File: src/design/weighted_overlap_add_synthesis_core_defines.svh
// Assertion macros for the weighted overlap-add synthesis core.
`ifndef WEIGHTED_OVERLAP_ADD_SYNTHESIS_CORE_DEFINES_SVH
`define WEIGHTED_OVERLAP_ADD_SYNTHESIS_CORE_DEFINES_SVH
`ifndef NO_ASSERTIONS
// checked outside reset
`define WOLA_ASSERT(lbl, prop, msg) \
   lbl: assert property (@(posedge clock) disable iff (reset) prop) else $error(msg);
// checked at every edge, reset included
`define WOLA_ASSERT_ALWAYS(lbl, prop, msg) \
   lbl: assert property (@(posedge clock) prop) else $error(msg);
`else
`define WOLA_ASSERT(lbl, prop, msg)
`define WOLA_ASSERT_ALWAYS(lbl, prop, msg)
`endif
`endif

File: src/design/wola_pkg.sv
// Shared constants, types and helpers of the overlap-add synthesis core.
package wola_pkg;
   localparam int MAX_WINDOW  = 1024;
   localparam int ADDR_W      = $clog2(MAX_WINDOW);
   localparam int LEN_W       = $clog2(MAX_WINDOW + 1);
   localparam int QUEUE_DEPTH = 4;
   localparam int QPTR_W      = $clog2(QUEUE_DEPTH);

   localparam int ACTION_W = 2;
   localparam int INDEX_W  = 10;
   localparam int COEFF_W  = 16;
   localparam int HOP_W    = 11;
   localparam int SAMPLE_W = 16;
   localparam int CFG_W    = 11;
   localparam int SUM_W    = 48;
   localparam int RING_W   = 2 * SUM_W;

   localparam logic [ACTION_W-1:0] ACT_LOAD   = 2'd0;
   localparam logic [ACTION_W-1:0] ACT_SAMPLE = 2'd1;
   localparam logic [ACTION_W-1:0] ACT_FLUSH  = 2'd2;

   localparam logic [CFG_W-1:0] WINDOW_LENGTH_RESET = 11'd1024;

   typedef enum logic [1:0] {
      CMD_LOAD,
      CMD_SAMPLE,
      CMD_FLUSH
   } wola_kind_type;

   typedef struct packed {
      wola_kind_type              kind;
      logic                       emit;
      logic                       last;
      logic [ADDR_W-1:0]          emit_slot;
      logic [ADDR_W-1:0]          acc_slot;
      logic [ADDR_W-1:0]          widx;
      logic [COEFF_W-1:0]         coeff;
      logic signed [SAMPLE_W-1:0] sample;
   } wola_cmd_type;

   typedef struct packed {
      logic clearing;
      logic idle;
   } wola_back_stat_type;

   typedef struct packed {
      logic full;
      logic empty;
   } wola_q_stat_type;

   // (a + b) modulo MAX_WINDOW for a, b below MAX_WINDOW + 1 with sum below twice it
   function automatic logic [ADDR_W-1:0] wrap_add(input logic [LEN_W-1:0] a,
                                                  input logic [LEN_W-1:0] b);
      logic [LEN_W:0] s;
      s = {1'b0, a} + {1'b0, b};
      if (s >= (LEN_W + 1)'(MAX_WINDOW)) s = s - (LEN_W + 1)'(MAX_WINDOW);
      return s[ADDR_W-1:0];
   endfunction
endpackage

File: src/design/wola_queue.sv
// Short command queue between the front and back parts.
module wola_queue import wola_pkg::*; (
   input  logic            clock,
   input  logic            reset,
   input  logic            push,
   input  wola_cmd_type    push_cmd,
   input  logic            pop,
   output wola_cmd_type    head,
   output wola_q_stat_type stat
);
   wola_cmd_type      entry_ff [QUEUE_DEPTH];
   logic [QPTR_W-1:0] wr_ptr_ff, wr_ptr_in;
   logic [QPTR_W-1:0] rd_ptr_ff, rd_ptr_in;
   logic [QPTR_W:0]   count_ff, count_in;
   logic              do_push, do_pop;

   assign stat.full  = (count_ff == (QPTR_W + 1)'(QUEUE_DEPTH));
   assign stat.empty = (count_ff == '0);
   assign do_push    = push && !stat.full;
   assign do_pop     = pop && !stat.empty;
   assign head       = entry_ff[rd_ptr_ff];

   always_comb begin
      wr_ptr_in = wr_ptr_ff;
      rd_ptr_in = rd_ptr_ff;
      count_in  = count_ff;
      if (do_push) begin
         wr_ptr_in = (wr_ptr_ff == QPTR_W'(QUEUE_DEPTH - 1)) ? '0 : wr_ptr_ff + 1'b1;
      end
      if (do_pop) begin
         rd_ptr_in = (rd_ptr_ff == QPTR_W'(QUEUE_DEPTH - 1)) ? '0 : rd_ptr_ff + 1'b1;
      end
      if (do_push && !do_pop) count_in = count_ff + 1'b1;
      else if (do_pop && !do_push) count_in = count_ff - 1'b1;
   end

   always_ff @(posedge clock) begin
      if (reset) begin
         wr_ptr_ff <= '0;
         rd_ptr_ff <= '0;
         count_ff  <= '0;
      end else begin
         wr_ptr_ff <= wr_ptr_in;
         rd_ptr_ff <= rd_ptr_in;
         count_ff  <= count_in;
      end
      if (do_push) entry_ff[wr_ptr_ff] <= push_cmd;
   end
endmodule

File: config.mk
export PLATFORM = sky130hd
export DESIGN_NAME = wola_queue
export DESIGN_NICKNAME = d
export VERILOG_FILES = /design/src/design/weighted_overlap_add_synthesis_core_defines.svh /design/src/design/wola_pkg.sv /design/src/design/wola_queue.sv
export SDC_FILE = /design/constraint.sdc
export NUM_CORES = 1
export LEC_CHECK = 0
export ABC_AREA = 0
export BUFFER_PORTS_ARGS = -buffer_cell sky130_fd_sc_hd__buf_4
export CORE_MARGIN = 5
export CORE_UTILIZATION = 52
export DETAILED_ROUTE_END_ITERATION = 7
export GPL_TIMING_DRIVEN = 0
export HOLD_SLACK_MARGIN = 0.15
export PLACE_DENSITY = 0.76
export SKIP_LAST_GASP = 1
export SYNTH_ARGS = -nofsm -noshare
export SYNTH_HDL_FRONTEND = slang
export SYNTH_SLANG_ARGS = --single-unit
File: constraint.sdc
create_clock -name clock -period 6.3 [get_ports clock]
set_clock_uncertainty 0.15 [all_clocks]
set_input_delay 0.63 -clock clock [delete_from_list [all_inputs] [get_ports clock]]
set_output_delay 0.63 -clock clock [all_outputs]
set_load 0.01 [all_outputs]
==> out/results.ini <==
[status]
outcome = finished clean

[hold_path]
whs_path_depth = 1
min_path_type = input port to register

[clock_tree]
htree_levels = 1
cts_sinks = 273
cts_root_buf = clkbuf_16
cts_hold_buf = 63
worst_skew_pair.late_latency_ns = 0.52
clk_pin_slew_ns = 0.06
cts_buffers = 27
cts_tree = done
cts_max_path_buffers = 3
post_cts_resized = 0
postCtsSetupRepairBufs = 0

[drt]
drtIter0Drc = 246
drc = 0
vias = 4853
firstDrtPassIters = 6
wl_per_cell_um = 20.7
via_per_inst = 5.35
wl_um = 18700
ant_nets = 0

[power]
p_leak_nw = 4.48
vdd_drop_max_uv = 246
power.density_nw_per_um2 = 387

[die]
die_h_um = 149
die_w_um = 149
initial_core_util_pct = 53.2
coreArea_um2 = 18800
top_level_ports = 138
rows = 50
dieArea_um2 = 22100

[grt]
grt_antenna_before_repair = 0
grt.total_usage_pct = 17.4
grt_overflow = 0
grt_max_degree = 51
grt_pass1_wl_um = 29700
grt_pass1_vias = 5451

[placement]
dp_hpwl_um = 11300
place_congestion = 0.736
io_buffers = 136

[timing]
fin_crit_ns = 2.79
hold_viol_final = 0
fmax_mhz = 358
setup_violations = 0
tightest_slew_ns = 0.686
setup-tns-final_ns = 0
grt_setup_unrepaired = no
slew_headroom_pct = 54.3
drv_slew = 0
post-route-period-util_pct = 44.3
whs_ns = 0.170

[synth]
synth_top_area_share_pct = 79.1
synth_cell_types = 26
ys_seq_area_share_pct = 80.9
syn-cell-area_um2 = 10000
synth_top_area_cell = edfxtp_1
ys_warn_count = 0
ys_ff_latch = 273
synthCells = 394
syn-num-nets = 471
synth.area.top_cells = edfxtp_1 79%, mux4_2 15%, dfxtp_1 1.8%, ha_1 0.75%, buf_6 0.67%
synth.avg_cell_area_um2 = 25.4

[worst_setup_path]
critPathMaxFanout = 10
cp_cell_sequence = buf_6 -> buf_6 -> mux4_2 -> buf_4
cpMostUsedCell = buf_6
cp.arrival_ns = 2.01
start_kind = register
rr_worst_depth = 10
path_buf_inv = 3
required_ns = 5.52
crit_type = register to primary output
r2r_slack_ns = 3.84
crit_family = buffers and inverters
slowest_delay_ns = 0.54
worstSetupPathDepth = 4
slowest_stage = mux4_2
worstSetupEndpointType = primary output

[cells_and_area]
antennaDiodeCount = 0
regArea_um2 = 8110
area_growth_pct = 30.3
fill_cells = 1123
drive_above_1_share_pct = 41.9
finalNetCount = 703
multi_input_area_um2 = 1780

[job]
cap_violations = 0

layer usage:
| layer | GRT usage [%] | up-vias | routed length, um | share of wire (%) |
|---|---|---|---|---|
| li1 | - | 2154 | - | - |
| met1 | 22.0 | 2505 | 7290 | 39 |
| met2 | 31.2 | 164 | 9940 | 53 |
| met3 | 3.25 | 30 | 1140 | 6.1 |
| met4 | 4.35 | 0 | 358 | 1.9 |
| met5 | 0 | - | 0 | 0 |
worst reg2reg max path, stage by stage (launching register included):
cell	delay [ns]
dfxtp_1	0.44
or3b_1	0.17
buf_6	0.13
clkinv_4	0.06
nor2_2	0.14
ha_1	0.21
inv_1	0.07
fa_1	0.38
xor2_1	0.18
or3_1	0.31
a21oi_1	0.14
synthesized netlist by cell type:
| cell | number |
|---|---|
| nor2_2 | 1 |
| nand3_1 | 2 |
| a21oi_1 | 3 |
| mux4_2 | 66 |
| clkinv_4 | 1 |
| fa_1 | 1 |
| inv_1 | 3 |
| and3_1 | 4 |
| buf_6 | 6 |
| mux2i_1 | 2 |
| dfxtp_1 | 9 |
| nor3_1 | 2 |
| or3_1 | 2 |
| nor2_1 | 3 |
| o31ai_2 | 2 |
| buf_2 | 5 |
| bufinv_8 | 1 |
| buf_4 | 2 |
| clkbuf_1 | 3 |
| or3b_1 | 1 |
| o21ai_1 | 1 |
| edfxtp_1 | 264 |
| o21ai_0 | 1 |
| ha_1 | 6 |
| xor2_1 | 2 |
| nand2_1 | 1 |
report_power, final:
group,internal [mW],total (mW),switching [mW]
combinational,0.621,1.16,0.540
sequential,2.19,2.25,0.0515
clock,1.00,1.65,0.643
registers in the layout (all words and copies together) (netlist names), named ones only:
name and count:
entry_ff 264, wr_ptr_ff 2, count_ff 3, rd_ptr_ff 2
path summary, 6_finish.rpt:
check	startpoint	to
setup / recovery	register	head[6]
hold / removal	push_cmd[49]	entry_ff[3][49]
setup reg to reg	count_ff[0]	count_ff[2]
hold reg to reg	rd_ptr_ff[0]	rd_ptr_ff[0]
through the flow:
| step | util [%] | instance area [um^2] | std cells | worst slack, ns | power, mW |
|---|---|---|---|---|---|
| 3_3_place_gp | 60.4 | 11400 | 790 | 2.15 | 3.39 |
| 5_1_grt | 69.3 | 13100 | 907 | 3.38 | 5.28 |
| 3_5_place_dp | 61.1 | 11500 | 794 | 3.71 | 3.44 |
| 2_1_floorplan | - | 10000 | 394 | 3.44 | 2.93 |
| 6_report | 69.3 | 13100 | 907 | 3.51 | 5.05 |
| 4_1_cts | 69.3 | 13100 | 907 | 3.44 | 5.12 |
placed cells by master (no fill, tap or decap), drive strengths merged, types with 6 or more instances in the layout:
| master | count |
|---|---|
| edfxtp | 264 |
| buf | 153 |
| mux4 | 66 |
| dlygate4sd3 | 63 |
| clkbuf | 35 |
| dfxtp | 9 |
| clkinv | 9 |
| ha | 6 |
| bufinv | 6 |
cell type report:
type	count	area share, %
Inverter	5	0.287
Multi-Input combinational cell	100	13.6
Clock inverter	18	1.72
Sequential cell	273	62.1
Clock buffer	32	5.39
Tap cell	260	2.49
Timing Repair Buffer	203	13.5
Buffer	16	0.910
logic make-up after synthesis:
family	synth area share [%]
DFF	80.9
muxes	15.0
buffers and inverters	1.56
and+or+nand+nor	0.874
AOI/OAI and AO/OA	0.499
adders and majority gates	0.949
xor gates and xnor gates	0.175
No activity file was read; power rests on OpenSTA's default activity.
