`src/design/weighted_overlap_add_synthesis_core_defines.svh`:
```
// Assertion macros for the weighted overlap-add synthesis core.
`ifndef WEIGHTED_OVERLAP_ADD_SYNTHESIS_CORE_DEFINES_SVH
`define WEIGHTED_OVERLAP_ADD_SYNTHESIS_CORE_DEFINES_SVH
`ifndef NO_ASSERTIONS
// checked outside reset
`define WOLA_ASSERT(lbl, prop, msg) \
   lbl: assert property (@(posedge clock) disable iff (reset) prop) else $error(msg);
// checked at every edge, reset included
`define WOLA_ASSERT_ALWAYS(lbl, prop, msg) \
   lbl: assert property (@(posedge clock) prop) else $error(msg);
`else
`define WOLA_ASSERT(lbl, prop, msg)
`define WOLA_ASSERT_ALWAYS(lbl, prop, msg)
`endif
`endif

```
`src/design/wola_pkg.sv`:
```
// Shared constants, types and helpers of the overlap-add synthesis core.
package wola_pkg;
   localparam int MAX_WINDOW  = 1024;
   localparam int ADDR_W      = $clog2(MAX_WINDOW);
   localparam int LEN_W       = $clog2(MAX_WINDOW + 1);
   localparam int QUEUE_DEPTH = 4;
   localparam int QPTR_W      = $clog2(QUEUE_DEPTH);

   localparam int ACTION_W = 2;
   localparam int INDEX_W  = 10;
   localparam int COEFF_W  = 16;
   localparam int HOP_W    = 11;
   localparam int SAMPLE_W = 16;
   localparam int CFG_W    = 11;
   localparam int SUM_W    = 48;
   localparam int RING_W   = 2 * SUM_W;

   localparam logic [ACTION_W-1:0] ACT_LOAD   = 2'd0;
   localparam logic [ACTION_W-1:0] ACT_SAMPLE = 2'd1;
   localparam logic [ACTION_W-1:0] ACT_FLUSH  = 2'd2;

   localparam logic [CFG_W-1:0] WINDOW_LENGTH_RESET = 11'd1024;

   typedef enum logic [1:0] {
      CMD_LOAD,
      CMD_SAMPLE,
      CMD_FLUSH
   } wola_kind_type;

   typedef struct packed {
      wola_kind_type              kind;
      logic                       emit;
      logic                       last;
      logic [ADDR_W-1:0]          emit_slot;
      logic [ADDR_W-1:0]          acc_slot;
      logic [ADDR_W-1:0]          widx;
      logic [COEFF_W-1:0]         coeff;
      logic signed [SAMPLE_W-1:0] sample;
   } wola_cmd_type;

   typedef struct packed {
      logic clearing;
      logic idle;
   } wola_back_stat_type;

   typedef struct packed {
      logic full;
      logic empty;
   } wola_q_stat_type;

   // (a + b) modulo MAX_WINDOW for a, b below MAX_WINDOW + 1 with sum below twice it
   function automatic logic [ADDR_W-1:0] wrap_add(input logic [LEN_W-1:0] a,
                                                  input logic [LEN_W-1:0] b);
      logic [LEN_W:0] s;
      s = {1'b0, a} + {1'b0, b};
      if (s >= (LEN_W + 1)'(MAX_WINDOW)) s = s - (LEN_W + 1)'(MAX_WINDOW);
      return s[ADDR_W-1:0];
   endfunction
endpackage

```
`src/design/wola_if.sv`:
```
// Channel interfaces: request, response and register write.
interface wola_req_if import wola_pkg::*; ();
   logic                       valid;
   logic                       ready;
   logic [ACTION_W-1:0]        action;
   logic [INDEX_W-1:0]         window_index;
   logic [COEFF_W-1:0]         window_coeff;
   logic [HOP_W-1:0]           hop;
   logic signed [SAMPLE_W-1:0] frame_sample;
   modport source (output valid, action, window_index, window_coeff, hop, frame_sample,
                   input ready);
   modport sink (input valid, action, window_index, window_coeff, hop, frame_sample,
                 output ready);
endinterface


interface wola_csr_if import wola_pkg::*; ();
   logic             valid;
   logic             ready;
   logic [CFG_W-1:0] write_data;
   modport source (output valid, write_data, input ready);
   modport sink (input valid, write_data, output ready);
endinterface

```
`src/design/wola_front.sv`:
```
// Front part: takes request beats, tracks frame position and hop, builds commands.
module wola_front import wola_pkg::*; (
   input  logic               clock,
   input  logic               reset,
   wola_req_if.sink           req,
   wola_csr_if.sink           csr,
   input  wola_q_stat_type    q_stat,
   input  wola_back_stat_type back_stat,
   output logic               push,
   output wola_cmd_type       push_cmd
);
   logic [CFG_W-1:0]  window_length_ff;
   logic [ADDR_W-1:0] ring_base_ff, ring_base_in;
   logic [ADDR_W-1:0] position_ff, position_in;
   logic [LEN_W-1:0]  hop_ff, hop_in;
   logic              first_ff, first_in;
   logic [ADDR_W-1:0] flush_count_ff, flush_count_in;
   logic [LEN_W-1:0]  eff;
   logic [ADDR_W-1:0] p0;
   logic              accept;

   assign csr.ready = 1'b1;
   assign req.ready = !q_stat.full && !back_stat.clearing;
   assign accept    = req.valid && req.ready;

   always_comb begin
      if (window_length_ff == '0) eff = LEN_W'(1);
      else if (int'(window_length_ff) > MAX_WINDOW) eff = LEN_W'(MAX_WINDOW);
      else eff = LEN_W'(window_length_ff);
   end

   always_comb begin
      ring_base_in   = ring_base_ff;
      position_in    = position_ff;
      hop_in         = hop_ff;
      first_in       = first_ff;
      flush_count_in = flush_count_ff;
      push           = 1'b0;
      p0             = (LEN_W'(position_ff) >= eff) ? '0 : position_ff;
      push_cmd.kind      = CMD_LOAD;
      push_cmd.emit      = 1'b0;
      push_cmd.last      = 1'b0;
      push_cmd.emit_slot = '0;
      push_cmd.acc_slot  = '0;
      push_cmd.widx      = ADDR_W'(req.window_index);
      push_cmd.coeff     = req.window_coeff;
      push_cmd.sample    = req.frame_sample;
      if (accept) begin
         case (req.action)
            ACT_LOAD: begin
               push = (int'(req.window_index) < MAX_WINDOW);
            end
            ACT_SAMPLE: begin
               push           = 1'b1;
               push_cmd.kind  = CMD_SAMPLE;
               flush_count_in = '0;
               if (p0 == '0) begin
                  if (first_ff) begin
                     first_in = 1'b0;
                     hop_in   = '0;
                  end else begin
                     // clamp the hop to the window in use
                     hop_in = (int'(req.hop) > int'(eff)) ? eff : LEN_W'(req.hop);
                     ring_base_in = wrap_add(LEN_W'(ring_base_ff), hop_in);
                  end
               end
               push_cmd.widx      = p0;
               push_cmd.emit      = (LEN_W'(p0) < hop_in);
               push_cmd.emit_slot = wrap_add(LEN_W'(ring_base_in),
                                             LEN_W'(MAX_WINDOW) - hop_in + LEN_W'(p0));
               push_cmd.acc_slot  = wrap_add(LEN_W'(ring_base_in), LEN_W'(p0));
               position_in = ((LEN_W'(p0) + LEN_W'(1)) >= eff) ? '0 : p0 + 1'b1;
            end
            ACT_FLUSH: begin
               push               = 1'b1;
               push_cmd.kind      = CMD_FLUSH;
               push_cmd.emit      = 1'b1;
               push_cmd.emit_slot = wrap_add(LEN_W'(ring_base_ff), LEN_W'(flush_count_ff));
               push_cmd.last      = ((LEN_W'(flush_count_ff) + LEN_W'(1)) >= eff);
               position_in        = '0;
               if (push_cmd.last) begin
                  // restart from a clean ring; the back part sweeps the memory
                  ring_base_in   = '0;
                  hop_in         = '0;
                  first_in       = 1'b1;
                  flush_count_in = '0;
               end else begin
                  flush_count_in = flush_count_ff + 1'b1;
               end
            end
            default: begin
               push = 1'b0;
            end
         endcase
      end
   end

   always_ff @(posedge clock) begin
      if (reset) begin
         window_length_ff <= WINDOW_LENGTH_RESET;
         ring_base_ff     <= '0;
         position_ff      <= '0;
         hop_ff           <= '0;
         first_ff         <= 1'b1;
         flush_count_ff   <= '0;
      end else begin
         if (csr.valid && csr.ready) window_length_ff <= csr.write_data;
         ring_base_ff   <= ring_base_in;
         position_ff    <= position_in;
         hop_ff         <= hop_in;
         first_ff       <= first_in;
         flush_count_ff <= flush_count_in;
      end
   end
endmodule

```
`src/flat_wrapper.sv`:
```
// flat-port wrapper written by rule: the top's interface ports become plain ports
module wola_front_flat import wola_pkg::*;
  (clock, reset, q_stat, back_stat, push, push_cmd, req_valid, req_action, req_window_index, req_window_coeff, req_hop, req_frame_sample, req_ready, csr_valid, csr_write_data, csr_ready);
  wola_req_if req_i ();
  wola_csr_if csr_i ();
  input  logic clock;
  input  logic reset;
  input  wola_q_stat_type q_stat;
  input  wola_back_stat_type back_stat;
  output logic push;
  output wola_cmd_type push_cmd;
  input wire logic [$bits(req_i.valid)-1:0] req_valid;
  input wire logic [$bits(req_i.action)-1:0] req_action;
  input wire logic [$bits(req_i.window_index)-1:0] req_window_index;
  input wire logic [$bits(req_i.window_coeff)-1:0] req_window_coeff;
  input wire logic [$bits(req_i.hop)-1:0] req_hop;
  input wire logic [$bits(req_i.frame_sample)-1:0] req_frame_sample;
  output wire logic [$bits(req_i.ready)-1:0] req_ready;
  input wire logic [$bits(csr_i.valid)-1:0] csr_valid;
  input wire logic [$bits(csr_i.write_data)-1:0] csr_write_data;
  output wire logic [$bits(csr_i.ready)-1:0] csr_ready;
  assign req_i.valid = req_valid;
  assign req_i.action = req_action;
  assign req_i.window_index = req_window_index;
  assign req_i.window_coeff = req_window_coeff;
  assign req_i.hop = req_hop;
  assign req_i.frame_sample = req_frame_sample;
  assign req_ready = req_i.ready;
  assign csr_i.valid = csr_valid;
  assign csr_i.write_data = csr_write_data;
  assign csr_ready = csr_i.ready;
  wola_front u_core (.clock(clock), .reset(reset), .req(req_i), .csr(csr_i), .q_stat(q_stat), .back_stat(back_stat), .push(push), .push_cmd(push_cmd));
endmodule
```
`config.mk`:
```
export PLATFORM = sky130hd
export DESIGN_NAME = wola_front_flat
export DESIGN_NICKNAME = d
export VERILOG_FILES = /design/src/design/weighted_overlap_add_synthesis_core_defines.svh /design/src/design/wola_pkg.sv /design/src/design/wola_if.sv /design/src/design/wola_front.sv /design/src/flat_wrapper.sv
export SDC_FILE = /design/constraint.sdc
export NUM_CORES = 1
export LEC_CHECK = 0
export BUFFER_PORTS_ARGS = -buffer_cell sky130_fd_sc_hd__buf_2
export CORE_UTILIZATION = 50
export DETAILED_ROUTE_END_ITERATION = 7
export PLACE_DENSITY = 0.78
export SETUP_SLACK_MARGIN = 0.2
export SLEW_MARGIN = 25
export SYNTH_ARGS = -nofsm -noshare
export SYNTH_HDL_FRONTEND = slang
export SYNTH_SLANG_ARGS = --single-unit
```
`constraint.sdc`:
```
create_clock -name clock -period 8.9 [get_ports clock]
set_input_delay 1.78 -clock clock [delete_from_list [all_inputs] [get_ports clock]]
set_output_delay 1.78 -clock clock [all_outputs]
set_load 0.02 [all_outputs]
```
==> summary.md, run 1 <==
| Metric | Value |
|---|---|
| Worst Reg-to-Reg Cells | 22 |
| Setup tns final | 0 ns |
| Synth Instances | around 750 |
| Fill count | 1067 |
| Clock Skews | 0.0144 ns |
| First-pass GRT wire length | 24500 um |
| Post-synthesis register bit count | 53 |
| Vias/cell | 5.95 |
| CP Launch Type | input port |
| Setup Viol. Count Final | 0 |
| Per-cell routed wire length | 17.0 um |
| H-tree depth | 2 |
| Hpwl dp | 12100 um |
| Max_slew headroom | 0.335 |
| Num CTS Buffers | 5 |
| RePlAce Congestion | around 0.89 |
| Die Ht | approximately 110 um |
| Yosys cell types | 60 |
| Layout area overhead | 11.2% |
| Hold Vio Cnt, Final | 0 |
| DRT met1 WL | 7090 um |
| Vias in the first global route | 5043 |
| Post-place instance area | 6390 um2 |
| Worst-path fanout max | 5 |
| Fraction of registers with async set/reset | 0 |
| Rows | 39 |
| Share of cells above drive strength 1 | 0.193 |
| Initial antenna violation count | 0 |
| Post-synth EDFFs | 0 |
| Violated checks | design-rule violations |
| Clk_lat worst skew | 0.31 ns |
| Worst setup path class | input port to output port |
| Reg clk slew, reported paths | roughly 0.07 ns |
| Total standard cell area after synthesis | 6090 um2 |
| Highest clock rate | 117 MHz |
| Final #Nets | 968 |
| Seq/Total Area, Yosys | 0.174 |
| Final min period | 8.55 ns |
| Hold Path Class | register to register |
| Max incr delay on CP | 0.36 ns |
| Reg area | 1060 um2 |
| CP endpoint kind | output port |
| CP required | 7.12 ns |
| Root buf cell | clkbuf_16 |
| FF-to-FF Start | u_core.window_length_ff[6] |
| Syn Area/Cell | 8.14 um2 |
| Hold Startpoint | u_core.hop_ff[3] |
| Remaining Overflow, GRT | 0 |
| Initial Utilization | 0.522 |
| GRT Util Overall | 0.243 |
| RSZ-0062 raised after global routing | false |
| Area of the core | 11700 um2 |
| Top_reg_cell synth | dfxtp_1 |
| Reg2reg end | u_core.position_ff[9] |
| Worst Path Arrival | just under 7 ns |
| Die area | approximately 13000 um2 |
| Hold_ws | roughly 0.5 ns |
| Most frequent cells in the layout | ha_1, nor2_1, buf_2, dfxtp_1, a21oi_1 |
| Peak VDD IR | approximately 0.000084 V |
| Hold buffer count at CTS | 0 |
| TritonRoute pass-1 iters | 7 |
| Fin. max-slew vios | 0 |
| Family with the most delay on the worst path | compound AO/OA/AOI/OAI gates |
| Pleak | 3.30 nW |
| Syn Nets | 924 |
| CP max stage cell | a2111o_1 |
| Status | finished with violations |
| Area of the multi-input gates | 4700 um2 |
| PwrDens | between 90 and 100 nW/um2 |
| Worst R2R Setup Slack | 3.58 ns |
| Wire length on met3 | 1060 um |
| CTS tree | yes |
| Hold Path Cell Cnt | 1 |
| IO buf count | 75 |
| Clk sinks | 53 |
| # diodes | 0 |
| Post-layout util | 0.581 |
| Synth warn | 0 |
| Die Wd | 112 um |
| Hold EP | u_core.hop_ff[3] |
| Routed wire length on met2 | 7420 um |
| Largest net degree at the start of global routing | 51 |
| Max layer used | met4 |
| Post-layout instance area | 6770 um2 |
| Post-Route WL | 15900 um |
| Vias | 5569 |
| Max cap viols | 0 |
| Commonest non-fill, non-tap cell in the layout | ha_1 |
| Post-route ant nets | 0 |
| Starting DRC count in detailed routing | between 400 and 500 |
| Worst Path Buf+Inv | 4 |
| IO Pins | roughly 140 |
| WP depth | 26 |
| Final period utilization | 0.961 |
| Slew @ Worst Pin | 0.993 ns |
| Post-route DRC | 5 |
| Clock tree buffer depth | 2 |
## timing repair
item                       in CTS  in global routing
setup endpoints to repair       1                  2
pin swaps                       0                 20
cloned                          0                  0
gates resized for setup         5                 32
setup buffers                   0                  6
## power by group
part	internal [mW]	switching [mW]
clock network	0.106	0.102
registers	0.240	0.00338
logic	0.0687	0.0907
## logic make-up (layout without fill, tap and decap cells)
| kind of cell | count (synthesis) | after routing | share of synthesized area |
|---|---|---|---|
| simple gates | 216 | 216 | 0.169 |
| compound gates | 191 | 191 | 0.218 |
| fa+ha+maj | 102 | 102 | 0.216 |
| buf+inv | 94 | 139 | 0.0802 |
| xor+xnor | 58 | 58 | 0.0847 |
| flops | 53 | 53 | 0.174 |
| mux | 33 | 33 | 0.0573 |
| other cells | 1 | 1 | 0.000616 |
## synthesized netlist by cell type, types with 3 or more instances
cell / number / share of area
nor3_1: 8 / 0.0066
nor2_1: 86 / 0.053
xor2_1: 24 / 0.035
nand3_1: 15 / 0.012
dfxtp_1: 53 / 0.17
fa_1: 5 / 0.016
o21bai_1: 9 / 0.011
a21o_1: 28 / 0.035
o21a_1: 8 / 0.0099
mux2i_1: 18 / 0.030
o21ai_0: 11 / 0.0090
ha_1: 97 / 0.20
xnor2_1: 33 / 0.047
nor2b_1: 5 / 0.0051
a2bb2oi_1: 9 / 0.013
clkbuf_1: 15 / 0.0092
buf_4: 34 / 0.042
a21oi_1: 56 / 0.046
buf_2: 6 / 0.0049
mux2_2: 15 / 0.028
inv_1: 36 / 0.022
a22oi_1: 29 / 0.036
or3_1: 13 / 0.013
nand2b_1: 5 / 0.0051
a22o_1: 5 / 0.0072
o211ai_1: 3 / 0.0037
a31o_2: 3 / 0.0043
a311oi_1: 6 / 0.0086
nor4_1: 5 / 0.0051
and2_1: 14 / 0.014
a31oi_1: 5 / 0.0051
nand2_1: 41 / 0.025
and3_1: 12 / 0.012
## flip-flops by register name, indices dropped and copies added (netlist names)
name and flops:
u_core.flush_count_ff 10, u_core.position_ff 10, u_core.window_length_ff 11, u_core.ring_base_ff 10, u_core.hop_ff 11, u_core.first_ff 1
## layer usage
layer / track usage / up-vias
li1: - / 2736
met1: 0.327 / 2597
met2: 0.405 / 203
met3: 0.0346 / 33
met4: 0.0684 / 0
met5: 0 / -
## area by class of cell
cell class | count | share of cell area
clock buffer | 5 | 0.0185
clock inverter | 3 | 0.00370
inverter | 37 | 0.0205
multi-input combinational | 601 | 0.694
sequential | 53 | 0.157
tap | 143 | 0.0264
timing repair buffer | 94 | 0.0804
## worst register-to-register path: stages, from the launching register on
cell       delay [ns]
dfxtp_1          0.33
nor4_1           0.27
a31oi_1          0.14
nor2_1           0.10
buf_4            0.15
ha_1             0.23
nand2b_1         0.14
a31oi_1          0.17
o21ai_0          0.18
a31oi_1          0.23
buf_4            0.22
nand2_1          0.15
inv_1            0.24
ha_1             0.35
nand3_1          0.16
xor2_1           0.20
nor2_1           0.07
ha_1             0.29
and4_1           0.20
a2111oi_0        0.47
o211ai_1         0.40
or3_1            0.44
a21oi_1          0.14
## per-stage QoR
step | total power, mW | setup WS (ns) | instances
2_1_floorplan | 0.367 | 0.684 | 748
3_5_place_dp | 0.389 | 0.0332 | 922
6_report | 0.611 | 0.347 | 936
3_3_place_gp | 0.386 | 0.0862 | 922
4_1_cts | 0.595 | 0.216 | 930
5_1_grt | 0.635 | 0.140 | 936
## worst max path at each step
stage,startpoint,endpoint
3_5_place_dp,req_hop[4],push_cmd[61]
6_report,req_hop[4],push_cmd[61]
2_1_floorplan,req_hop[4],push_cmd[61]
4_1_cts,req_hop[4],push_cmd[61]
3_3_place_gp,req_hop[4],push_cmd[61]
5_1_grt,req_hop[6],push_cmd[61]
(Power assumes the default switching activity.)
==> inputs of run 2 (changes only) <==
--- a/config.mk
+++ b/config.mk
@@ -8,7 +8,7 @@
 export BUFFER_PORTS_ARGS = -buffer_cell sky130_fd_sc_hd__buf_2
 export CORE_UTILIZATION = 50
 export DETAILED_ROUTE_END_ITERATION = 7
-export PLACE_DENSITY = 0.78
+export PLACE_DENSITY = 0.75
 export SETUP_SLACK_MARGIN = 0.2
 export SLEW_MARGIN = 25
 export SYNTH_ARGS = -nofsm -noshare
==> summary.md, run 2 (synthesis gave the netlist of run 1 again) <==
| Metric | Value |
|---|---|
| Worst R2R Setup Slack | 3.70 ns (+0.12 ns) |
| Hold Startpoint | u_core.hop_ff[3] |
| Final period utilization | 0.968 (+0.00694) |
| Setup tns final | 0 ns (unchanged) |
| Root buf cell | clkbuf_16 |
| Die area | 12600 um2 (unchanged) |
| H-tree depth | 2 (unchanged) |
| Post-place instance area | 6370 um2 (-0.35%) |
| Post-Route WL | 17100 um (+7.4%) |
| Setup Viol. Count Final | 0 (unchanged) |
| Vias | 5753 (+3.3%) |
| FF-to-FF Start | u_core.window_length_ff[6] |
| Clock Skews | 0.0104 ns (-0.00401 ns) |
| IO buf count | 75 (unchanged) |
| Rows | 39 (unchanged) |
| Clk_lat worst skew | 0.31 ns (about the same) |
| Clock tree buffer depth | 2 (unchanged) |
| Post-route ant nets | 0 (unchanged) |
| Initial Utilization | 0.522 (unchanged) |
| First-pass GRT wire length | 25900 um (+5.6%) |
| Max_slew headroom | 0.320 (-0.0156) |
| Most frequent cells in the layout | ha_1, nor2_1, buf_2, dfxtp_1, a21oi_1 |
| Top Registers | u_core.hop_ff (11), u_core.window_length_ff (11) |
| Worst Reg-to-Reg Cells | 22 (unchanged) |
| Highest clock rate | 116 MHz (-0.72%) |
| Post-layout util | 0.584 (+0.00386) |
| Violated checks | design-rule violations |
| Vias/cell | 6.15 (+3.3%) |
| CTS tree | yes |
| Final #Nets | 968 (unchanged) |
| Reg2reg end | u_core.position_ff[8] |
| Area of the core | 11700 um2 (unchanged) |
| RePlAce Congestion | 0.887 (-0.75%) |
| TritonRoute pass-1 iters | 8 (+1) |
| Commonest non-fill, non-tap cell in the layout | ha_1 |
| Reg clk slew, reported paths | 0.08 ns (about the same) |
| Fill count | 1000 (-6.3%) |
| Initial antenna violation count | 0 (unchanged) |
| Max cap viols | 0 (unchanged) |
| IO Pins | 143 (unchanged) |
| # diodes | 0 (unchanged) |
| Die Ht | 112 um (unchanged) |
| Worst Path Arrival | 6.84 ns (+0.07 ns) |
| Peak VDD IR | 0.0000774 V (-7.4%) |
| Post-layout instance area | 6820 um2 (+0.67%) |
| Post-route DRC | 6 (+1) |
| Num CTS Buffers | 5 (unchanged) |
| CP required | 7.12 ns (about the same) |
| Largest net degree at the start of global routing | 51 (unchanged) |
| Hold buffer count at CTS | 0 (unchanged) |
| Hold_ws | 0.504 ns (+0.00197 ns) |
| Status | finished with violations |
| Die Wd | 112 um (unchanged) |
| CP Launch Type | input port |
| RSZ-0062 raised after global routing | false |
| CP endpoint kind | output port |
| Slew @ Worst Pin | 1.02 ns (+0.0271 ns) |
| Clk sinks | 53 (unchanged) |
| Hold EP | u_core.hop_ff[3] |
| Layout area overhead | 12.0% |
| Hold Path Cell Cnt | 1 (unchanged) |
| Vias in the first global route | 5477 (+8.6%) |
| Fin. max-slew vios | 0 (unchanged) |
| Worst-path fanout max | 5 (unchanged) |
| Remaining Overflow, GRT | 0 (unchanged) |
| Final min period | 8.62 ns (+0.0617 ns) |
| Hold Path Class | register to register |
| GRT Util Overall | 0.257 (+0.0142) |
| Starting DRC count in detailed routing | 428 (+3.6%) |
| Share of cells above drive strength 1 | 0.206 (+0.0126) |
| Worst setup path class | input port to output port |
| Hpwl dp | 12900 um (+6.8%) |
| Per-cell routed wire length | 18.3 um (+7.4%) |
| PwrDens | 90.7 nW/um2 (+0.43%) |
| Pleak | 3.31 nW (+0.36%) |
| Hold Vio Cnt, Final | 0 (unchanged) |
[run 2: changes by cell type in the layout (fill, tap and decap cells not counted), sizes merged]
cell      previous run  this run
inv                 37        38
clkinvlp             1         0
[run 2: what timing repair did]
item / 4_1_cts / 5_1_grt
pin swaps: 1 / 27
buffers inserted: 1 / 8
resized for setup: 6 / 41
endpoints found under the setup margin: 1 / 1
endpoints found under the hold margin: 0 / 0
[run 2: worst max path at each step]
stage               slack [ns]      endpoint  cells past startpoint  startpoint
floorplan                 0.68  push_cmd[61]                     24  req_hop[4]
global placement          0.08  push_cmd[61]                     25  req_hop[4]
detailed placement       -0.12  push_cmd[61]                     25  req_hop[4]
CTS                       0.21  push_cmd[61]                     25  req_hop[4]
global route              0.12  push_cmd[61]                     27  req_hop[3]
finish                    0.28  push_cmd[61]                     24  req_hop[4]
[run 2: through the flow]
stage / worst slack, ns / total power [mW] / std cells
after floorplan: 0.684 / 0.367 / 748
after global placement: 0.0756 / 0.383 / 919
after detailed placement: -0.117 / 0.389 / 919
after CTS: 0.208 / 0.602 / 928
after global routing: 0.124 / 0.642 / 936
final: 0.285 / 0.618 / 936
[run 2: critical path: stages]
cell,delay (ns)
buf_2,0.13
ha_4,0.26
nand4_1,0.14
a21o_1,0.23
a21o_1,0.22
a21oi_4,0.32
mux2i_4,0.36
and2_4,0.19
a21oi_2,0.05
ha_1,0.28
a21o_1,0.19
a21o_1,0.24
a311oi_2,0.28
xnor2_1,0.22
ha_2,0.36
nor2_1,0.09
o21bai_1,0.10
a31o_2,0.26
a21oi_2,0.14
xor2_1,0.21
xnor2_1,0.18
xnor2_1,0.15
o32ai_2,0.28
buf_4,0.18
[run 2: area by class of cell]
| class | count | area, um2 | area share |
|---|---|---|---|
| clock inverter | 3 | 28.8 | 0.00422 |
| multi-input combinational | 601 | 4750 | 0.698 |
| inverter | 37 | 139 | 0.0204 |
| tap | 143 | 179 | 0.0263 |
| timing repair buffer | 94 | 528 | 0.0775 |
| clock buffer | 5 | 125 | 0.0184 |
| sequential | 53 | 1060 | 0.156 |
[run 2: routing by layer]
metal  track usage  part of all wire  vias to the layer above
li1              -                 -                     2743
met1         0.312              0.42                     2740
met2         0.446              0.48                      212
met3        0.0373             0.064                       58
met4         0.127             0.036                        0
met5             0                 0                        -
[run 2: where the power goes]
part	total, mW	switching (mW)	leakage (nW)	internal [mW]
Clock	0.213	0.105	0.0763	0.108
Combinational	0.161	0.0932	2.80	0.0680
Sequential	0.244	0.00332	0.429	0.240
Total	0.618	0.201	3.31	0.417
==> inputs of run 3 (changes only) <==
--- a/config.mk
+++ b/config.mk
@@ -5,10 +5,11 @@
 export SDC_FILE = /design/constraint.sdc
 export NUM_CORES = 1
 export LEC_CHECK = 0
+export ABC_AREA = 1
 export BUFFER_PORTS_ARGS = -buffer_cell sky130_fd_sc_hd__buf_2
 export CORE_UTILIZATION = 50
 export DETAILED_ROUTE_END_ITERATION = 7
-export PLACE_DENSITY = 0.75
+export PLACE_DENSITY = 0.74
 export SETUP_SLACK_MARGIN = 0.2
 export SLEW_MARGIN = 25
 export SYNTH_ARGS = -nofsm -noshare
==> constraint.sdc (replaced) <==
create_clock -name clock -period 8.9 [get_ports clock]
set_input_delay 0.445 -clock clock [delete_from_list [all_inputs] [get_ports clock]]
set_output_delay 0.445 -clock clock [all_outputs]
set_load 0.02 [all_outputs]
==> summary.md, run 3 <==
| Metric | Value |
|---|---|
| Status | completed |
| Peak VDD IR | 0.000109 V (+40%) |
| Hold Startpoint | csr_write_data[10] |
| Family with the most delay on the worst path | simple AND/OR/NAND/NOR gates |
| Reg area | 1060 um2 (unchanged) |
| Num CTS Buffers | 5 (unchanged) |
| Hpwl dp | 13700 um (+6.4%) |
| Clock Skews | 0.00810 ns (-0.00232 ns) |
| Reg clk slew, reported paths | 0.07 ns (about the same) |
| PwrDens | 96.2 nW/um2 (+6.0%) |
| Yosys cell types | 56 (-6.7%) |
| First-pass GRT wire length | 27700 um (+7.2%) |
| Hold_ws | 0.355 ns (-0.148 ns) |
| Synth Instances | 995 (+33%) |
| Root buf cell | clkbuf_16 |
| Worst setup path class | register to output port |
| Syn Nets | 1171 (+27%) |
| Starting DRC count in detailed routing | 447 (+4.4%) |
| Initial antenna violation count | 0 (unchanged) |
| Fill count | 1316 (+32%) |
| Highest clock rate | 132 MHz (+14%) |
| Top cells by area, synth | ha_1, dfxtp_1, nand2_1 |
| H-tree depth | 2 (unchanged) |
| Final min period | 7.58 ns (-1.04 ns) |
| Seq/Total Area, Yosys | 0.163 (-0.0116) |
| Most common cell in the netlist | nand2_1 |
| Max incr delay on CP | 0.40 ns (+0.04 ns) |
| Hold Path Class | input port to register |
| Vias | 6332 (+10%) |
| Vias/cell | 5.29 (-14%) |
| Max_slew headroom | 0.377 (+0.0572) |
| CTS tree | yes |
| Post-route ant nets | 0 (unchanged) |
| # diodes | 0 (unchanged) |
| Most frequent cells in the layout | nand2_1, inv_1, a21oi_1, ha_1, nor2_1 |
| CP max stage cell | fa_1 |
| Hold buffer count at CTS | 0 (unchanged) |
| Layout area overhead | 6.83% |
| Slew @ Worst Pin | 0.935 ns (-0.0857 ns) |
| Initial Utilization | 0.515 (-0.00737) |
| Vias in the first global route | 5812 (+6.1%) |
| Post-synth EDFFs | 0 (unchanged) |
| GRT Util Overall | 0.267 (+0.00998) |
| Worst Path Arrival | 7.13 ns (+0.29 ns) |
| Fin. max-slew vios | 0 (unchanged) |
| Total standard cell area after synthesis | 6520 um2 (+7.1%) |
| Synth top area share | 0.186 (-0.0132) |
| Post-layout instance area | 6970 um2 (+2.2%) |
| Worst-path fanout max | 17 (+12) |
| Setup tns final | 0 ns (unchanged) |
| Clk_lat worst skew | 0.31 ns (about the same) |
| Setup WS post-layout | 1.32 ns (+1.04 ns) |
| IO buf count | 75 (unchanged) |
| TritonRoute pass-1 iters | 6 (-2) |
| Post-synthesis register bit count | 53 (unchanged) |
| Post-route DRC | 0 (-6) |
| Share of cells above drive strength 1 | 0.130 (-0.0758) |
| Remaining Overflow, GRT | 0 (unchanged) |
| Die Wd | 116 um (+3.4%) |
| Die Ht | 116 um (+3.4%) |
| Top_reg_cell synth | dfxtp_1 |
| Max cap viols | 0 (unchanged) |
| CP Launch Point | u_core.window_length_ff[4] |
| Post-synthesis cell type with the largest combined area | ha_1 |
| Post-place instance area | 6780 um2 (+6.4%) |
| Worst Path Buf+Inv | 8 (+6) |
| Worst Setup Slack post-DPL | 1.75 ns (+1.86 ns) |
| Clock tree buffer depth | 2 (unchanged) |
| Die area | 13500 um2 (+7.0%) |
| Post-Route WL | 17300 um (+1.2%) |
| FF-to-FF Start | u_core.window_length_ff[4] |
| Post-CTS Resized | 0 (-6) |
| Syn Area/Cell | 6.55 um2 (-19%) |
| Pleak | 3.68 nW (+11%) |
| Final period utilization | 0.851 (-0.117) |
| Commonest non-fill, non-tap cell in the layout | nand2_1 |
| Top Registers | u_core.hop_ff (11), u_core.window_length_ff (11) |
| Largest net degree at the start of global routing | 43 (-16%) |
| Fraction of registers with async set/reset | 0 (unchanged) |
| Final #Nets | 1200 (+24%) |
| Synth warn | 0 (unchanged) |
| Setup Viol. Count Final | 0 (unchanged) |
| Hold Vio Cnt, Final | 0 (unchanged) |
| Top post-synthesis cells by count | nand2_1, inv_1, a21oi_1 |
| Per-cell routed wire length | 14.5 um (-21%) |
| Area of the core | 12700 um2 (+8.6%) |
| RePlAce Congestion | 0.926 (+4.5%) |
| CP Launch Type | register |
| Area of the multi-input gates | 4580 um2 (-3.6%) |
| Clk sinks | 53 (unchanged) |
| CP endpoint kind | output port |
| CP required | 8.46 ns (+1.34 ns) |
| RSZ-0062 raised after global routing | false |
| IO Pins | 143 (unchanged) |
| Postcts setup bufs | 0 (-1) |
| Rows | 41 (+5.1%) |
run 3: cell count changes after synthesis, moves of 14 or more:
cell     previous run  this run
mux2i_1            18         1
xnor2_1            33        10
o21ai_0            11        60
mux2_2             15         0
inv_1              36       129
nand3_1            15        29
a21o_1             28         5
a22oi_1            29         1
nand2_1            41       228
a21oi_1            56       109
run 3: worst paths after layout:
check	to	slack, ns	cells past startpoint
max	push_cmd[61]	1.32	42
min	u_core.window_length_ff[10]	0.36	3
max reg2reg	u_core.position_ff[1]	3.62	26
min reg2reg	u_core.hop_ff[10]	0.46	2
run 3: metal layers:
metal	global-route usage	wire, um
met1	0.345	7860
met3	0.0415	968
met4	0.126	603
met5	0	0
met2	0.436	7880
run 3: kinds of logic after synthesis:
family                     Yosys count  share of synthesized area
other                                1                   0.000575
DFF                                 53                      0.163
muxes                                1                    0.00154
adders and majority gates          102                      0.201
buffers and inverters              194                      0.134
and+or+nand+nor                    398                      0.264
AOI/OAI and AO/OA                  214                      0.192
xor gates and xnor gates            32                     0.0430
run 3: power by group:
part           total, mW  internal (mW)  switching [mW]
sequential         0.244          0.241         0.00328
combinational      0.165         0.0549           0.110
clock              0.261          0.161           0.100
run 3: cell type report:
cell class,instances,area share
Clock buffer,5,0.0180
Inverter,138,0.0744
Timing Repair Buffer,78,0.0571
Sequential cell,53,0.152
Tap cell,172,0.0309
Clock inverter,3,0.00934
Multi-Input combinational cell,748,0.658
run 3: worst min-delay path: stages:
cell     delay, ns
buf_2         0.07
a21oi_1       0.05
o21ai_0       0.06
run 3: metrics by stage:
step                      cells  total power [mW]   util
after floorplan             995             0.388      -
after global placement     1189             0.408  0.535
after detailed placement   1189             0.411  0.535
after CTS                  1197             0.671  0.550
after global routing       1197             0.702  0.550
final                      1197             0.670  0.550
